**src/rtl/pidv_ram.sv**
```systemverilog
// Generic single-write, single-read RAM with registered read data.
// No dependencies.
module pidv_ram #(
    parameter int WIDTH = 8,
    parameter int DEPTH = 4,
    parameter int AW    = (DEPTH > 1) ? $clog2(DEPTH) : 1
) (
    input  logic             i_clk,
    input  logic             i_we,
    input  logic [AW-1:0]    i_waddr,
    input  logic [WIDTH-1:0] i_wdata,
    input  logic [AW-1:0]    i_raddr,
    output logic [WIDTH-1:0] o_rdata
);
    logic [WIDTH-1:0] r_mem [DEPTH];

    always_ff @(posedge i_clk) begin
        if (i_we) begin
            r_mem[i_waddr] <= i_wdata;
        end
        o_rdata <= r_mem[i_raddr];
    end
endmodule

```
**config.mk**
```make
export PLATFORM = sky130hd
export DESIGN_NAME = pidv_ram
export DESIGN_NICKNAME = d
export VERILOG_FILES = /design/src/rtl/pidv_ram.sv
export SDC_FILE = /design/constraint.sdc
export NUM_CORES = 1
export LEC_CHECK = 0
export ABC_CLOCK_PERIOD_IN_PS = 1600
export CORE_UTILIZATION = 23
export CTS_BUF_LIST = sky130_fd_sc_hd__clkbuf_16
export DETAILED_ROUTE_END_ITERATION = 8
export DONT_BUFFER_PORTS = 1
export PLACE_DENSITY_LB_ADDON = 0.1
export SLEW_MARGIN = 20
export SYNTH_ARGS = -nofsm -noshare
export SYNTH_HDL_FRONTEND = slang
export SYNTH_SLANG_ARGS = --single-unit
```
**constraint.sdc**
```tcl
create_clock -name i_clk -period 1.6 [get_ports i_clk]
set_input_delay 0.24 -clock i_clk [delete_from_list [all_inputs] [get_ports i_clk]]
set_output_delay 0.24 -clock i_clk [all_outputs]
set_load 0.01 [all_outputs]
```
==> impl_metrics.env <==
export IMPL_outcome="complete, no violations"
export IMPL_hold_depth=0
export IMPL_h_tree_depth=2
export IMPL_min_to="r_mem[1][4]"
export IMPL_die_x_um=78.6
export IMPL_antenna_found_initial=0
export IMPL_wire_length_of_the_first_global_routing_pass_um=3380
export IMPL_synthesis_instances=54
export IMPL_yosysWarnings=0
export IMPL_synth_seq_area_share_pct=83.1
export IMPL_cts_root_to_sink_buffers=2
export IMPL_worst_setup_path_type="register to register"
export IMPL_grt_pass1_vias=588
export IMPL_r2r_end="o_rdata[7]"
export IMPL_holdBufCountCts=0
export IMPL_achievable_frequency_mhz=1050
export IMPL_timing_max_transition_violations_final=0
export IMPL_worst_r2r_path_depth=1
export IMPL_cpMaxStageDelayCell="sky130_fd_sc_hd__mux4_2"
export IMPL_setup_worst_path_end_class="register"
export IMPL_worst_ir_drop_vdd_mv=0.614
export IMPL_synth_area_top_cells="sky130_fd_sc_hd__edfxtp_1 71%, sky130_fd_sc_hd__mux4_2 13%, sky130_fd_sc_hd__dfxtp_1 12%"
export IMPL_min_delay_path_class="primary input to register"
export IMPL_dr_first_iter_drc_count=24
export IMPL_totalWireLength_um=2160
export IMPL_synthesis_area_um2=1350
export IMPL_clock_latency_ns=0.27
export IMPL_synth_area_per_cell_um2=25.0
export IMPL_setup_viol=0
export IMPL_antenna_cells=0
export IMPL_setup_worst_path_start_class="register"
export IMPL_clock_sinks=40
export IMPL_largest_net_degree_at_the_start_of_global_routing=12
export IMPL_timing_final_crit_period_ns=0.953
export IMPL_final_cell_area_um2=1560
export IMPL_drt_first_pass_iters=4
export IMPL_timing_final_hold_violations=0
export IMPL_path_max_fanout=1
export IMPL_global_route_overflow_total=0
export IMPL_tritoncts="yes"
export IMPL_finalHoldWorstSlack_ns=0.0570
export IMPL_critPathBufInv=0
export IMPL_timing_critical_path_slowest_cell_delay_ns=0.47
export IMPL_post_cts_resized=0
export IMPL_cellLeakagePower_nw=0.503
export IMPL_synth_largest_type_area_fraction_pct=71.2
export IMPL_reg2reg_from="r_mem[3][7]"
export IMPL_dpl_cell_count=125
export IMPL_commonest_cells_after_routing_fill_and_taps_aside="32 x sky130_fd_sc_hd__edfxtp_1, 8 x sky130_fd_sc_hd__mux4_2, 8 x sky130_fd_sc_hd__dfxtp_1"
export IMPL_finish_cell_count_without_fillers=132
export IMPL_finalPower_mw=2.17
export IMPL_rsz0062_at_grt="no"
export IMPL_pin_count=22
export IMPL_core_area_um2=5570
export IMPL_detailroute_via_count=509
export IMPL_placement_io_buffers=0
export IMPL_rrSetupSlack_ns=0.65
export IMPL_yosysTopAreaCell="sky130_fd_sc_hd__edfxtp_1"
export IMPL_wl_per_cell_um=16.4
export IMPL_yosys_cell_types_count=8
export IMPL_cpLargestDelayFamily="multiplexers"
export IMPL_layout_commonest_cell="sky130_fd_sc_hd__edfxtp_1"
export IMPL_powerDensity_nw_per_um2=1390
export IMPL_max_cap_viol_count=0
export IMPL_chipHeight_um=78.6
export IMPL_post_cts_repair_setup_buffers=0
export IMPL_floorplan_die_area_um2=6170
export IMPL_root_buffer="sky130_fd_sc_hd__clkbuf_16"
export IMPL_min_from="i_wdata[4]"
export IMPL_ant_nets=0
export IMPL_clock_buffer_count_from_cts=5
export IMPL_routed_via_density=3.86
export IMPL_clock_skew_ns=0.00413
export IMPL_layout_area_overhead_vs_synth_pct=15.9
export IMPL_critPathArrivalTime_ns=1.10
export IMPL_setup_total_negative_slack_ns=0
export IMPL_crit_path_cell_trace="mux4_2"
export IMPL_timing_critical_path_required_ns=1.75
export IMPL_route_detailed_drc=0
export IMPL_share_of_post_route_cells_with_drive_strength_above_1_pct=23.3
export IMPL_fin_nets=74
export IMPL_tightestPinTransition_ns=0.416
export IMPL_finalCritPeriodShare_pct=59.5
export IMPL_grt_util_all_layers_pct=8.29
export IMPL_syn_num_nets=68
export IMPL_placed_cell_area_um2=1430
export IMPL_placement_rows=27
export IMPL_clk_pin_slew_ns=0.06
export IMPL_floorplan_initialDensity_pct=24.2
export IMPL_gpl_final_weighted_congestion=0.657
export IMPL_timing_slew_headroom_pct=72.3
export IMPL_worstSetupStartpoint="r_mem[3][7]"
export IMPL_synth_seq_cells=40
-- metrics by stage --
stage                     setup slack [ns]  utilization, %
final                                0.647            28.0
after global routing                 0.601            28.0
after CTS                            0.635            28.0
after detailed placement             0.498            25.7
after global placement               0.487            25.7
after floorplan                      0.296               -
-- final cells by class --
type / instances / area [um^2]
tap: 72 / 90.1
fill: 544 / 4010
multi-input combinational: 12 / 211
clock inverter: 2 / 7.51
timing repair buffer: 1 / 7.51
clock buffer: 5 / 125
sequential: 40 / 1120
-- state kept, by name (all words and copies together), names as in the netlist --
name / cells
r_mem: 32
o_rdata: 8
-- routing by layer --
layer / wire, um / GRT usage [%] / up-vias
li1: - / - / 231
met1: 849 / 8.63 / 258
met2: 1100 / 13.2 / 15
met3: 157 / 4.30 / 5
met4: 51 / 5.00 / 0
met5: 0 / 0 / -
-- kinds of logic (layout without fill, tap and decap cells) --
group	Yosys count	count (layout)	share of synthesized area, %
muxes	8	8	13.4
DFF	40	40	83.1
and+or+nand+nor	4	4	2.32
buffers and inverters	2	8	1.21
-- Yosys cell counts --
cell                       number
sky130_fd_sc_hd__clkbuf_2       1
sky130_fd_sc_hd__buf_6          1
sky130_fd_sc_hd__mux4_2         8
sky130_fd_sc_hd__edfxtp_1      32
sky130_fd_sc_hd__nor3b_1        1
sky130_fd_sc_hd__dfxtp_1        8
sky130_fd_sc_hd__and3b_1        2
sky130_fd_sc_hd__and3_1         1
-- power by group --
part / internal, mW / total, mW / switching, mW
clock: 0.557 / 0.902 / 0.346
combinational: 0.0341 / 0.0522 / 0.0181
sequential: 1.19 / 1.21 / 0.0262
total: 1.78 / 2.17 / 0.390
-- worst max-delay path by stage --
stage | cells past startpoint | endpoint | slack, ns
finish | 1 | o_rdata[7] | 0.65
CTS | 1 | o_rdata[1] | 0.64
global route | 1 | o_rdata[1] | 0.60
detailed placement | 1 | r_mem[2][6] | 0.50
global placement | 1 | r_mem[2][2] | 0.49
floorplan | 1 | r_mem[0][0] | 0.30
(Power assumes the default switching activity.)
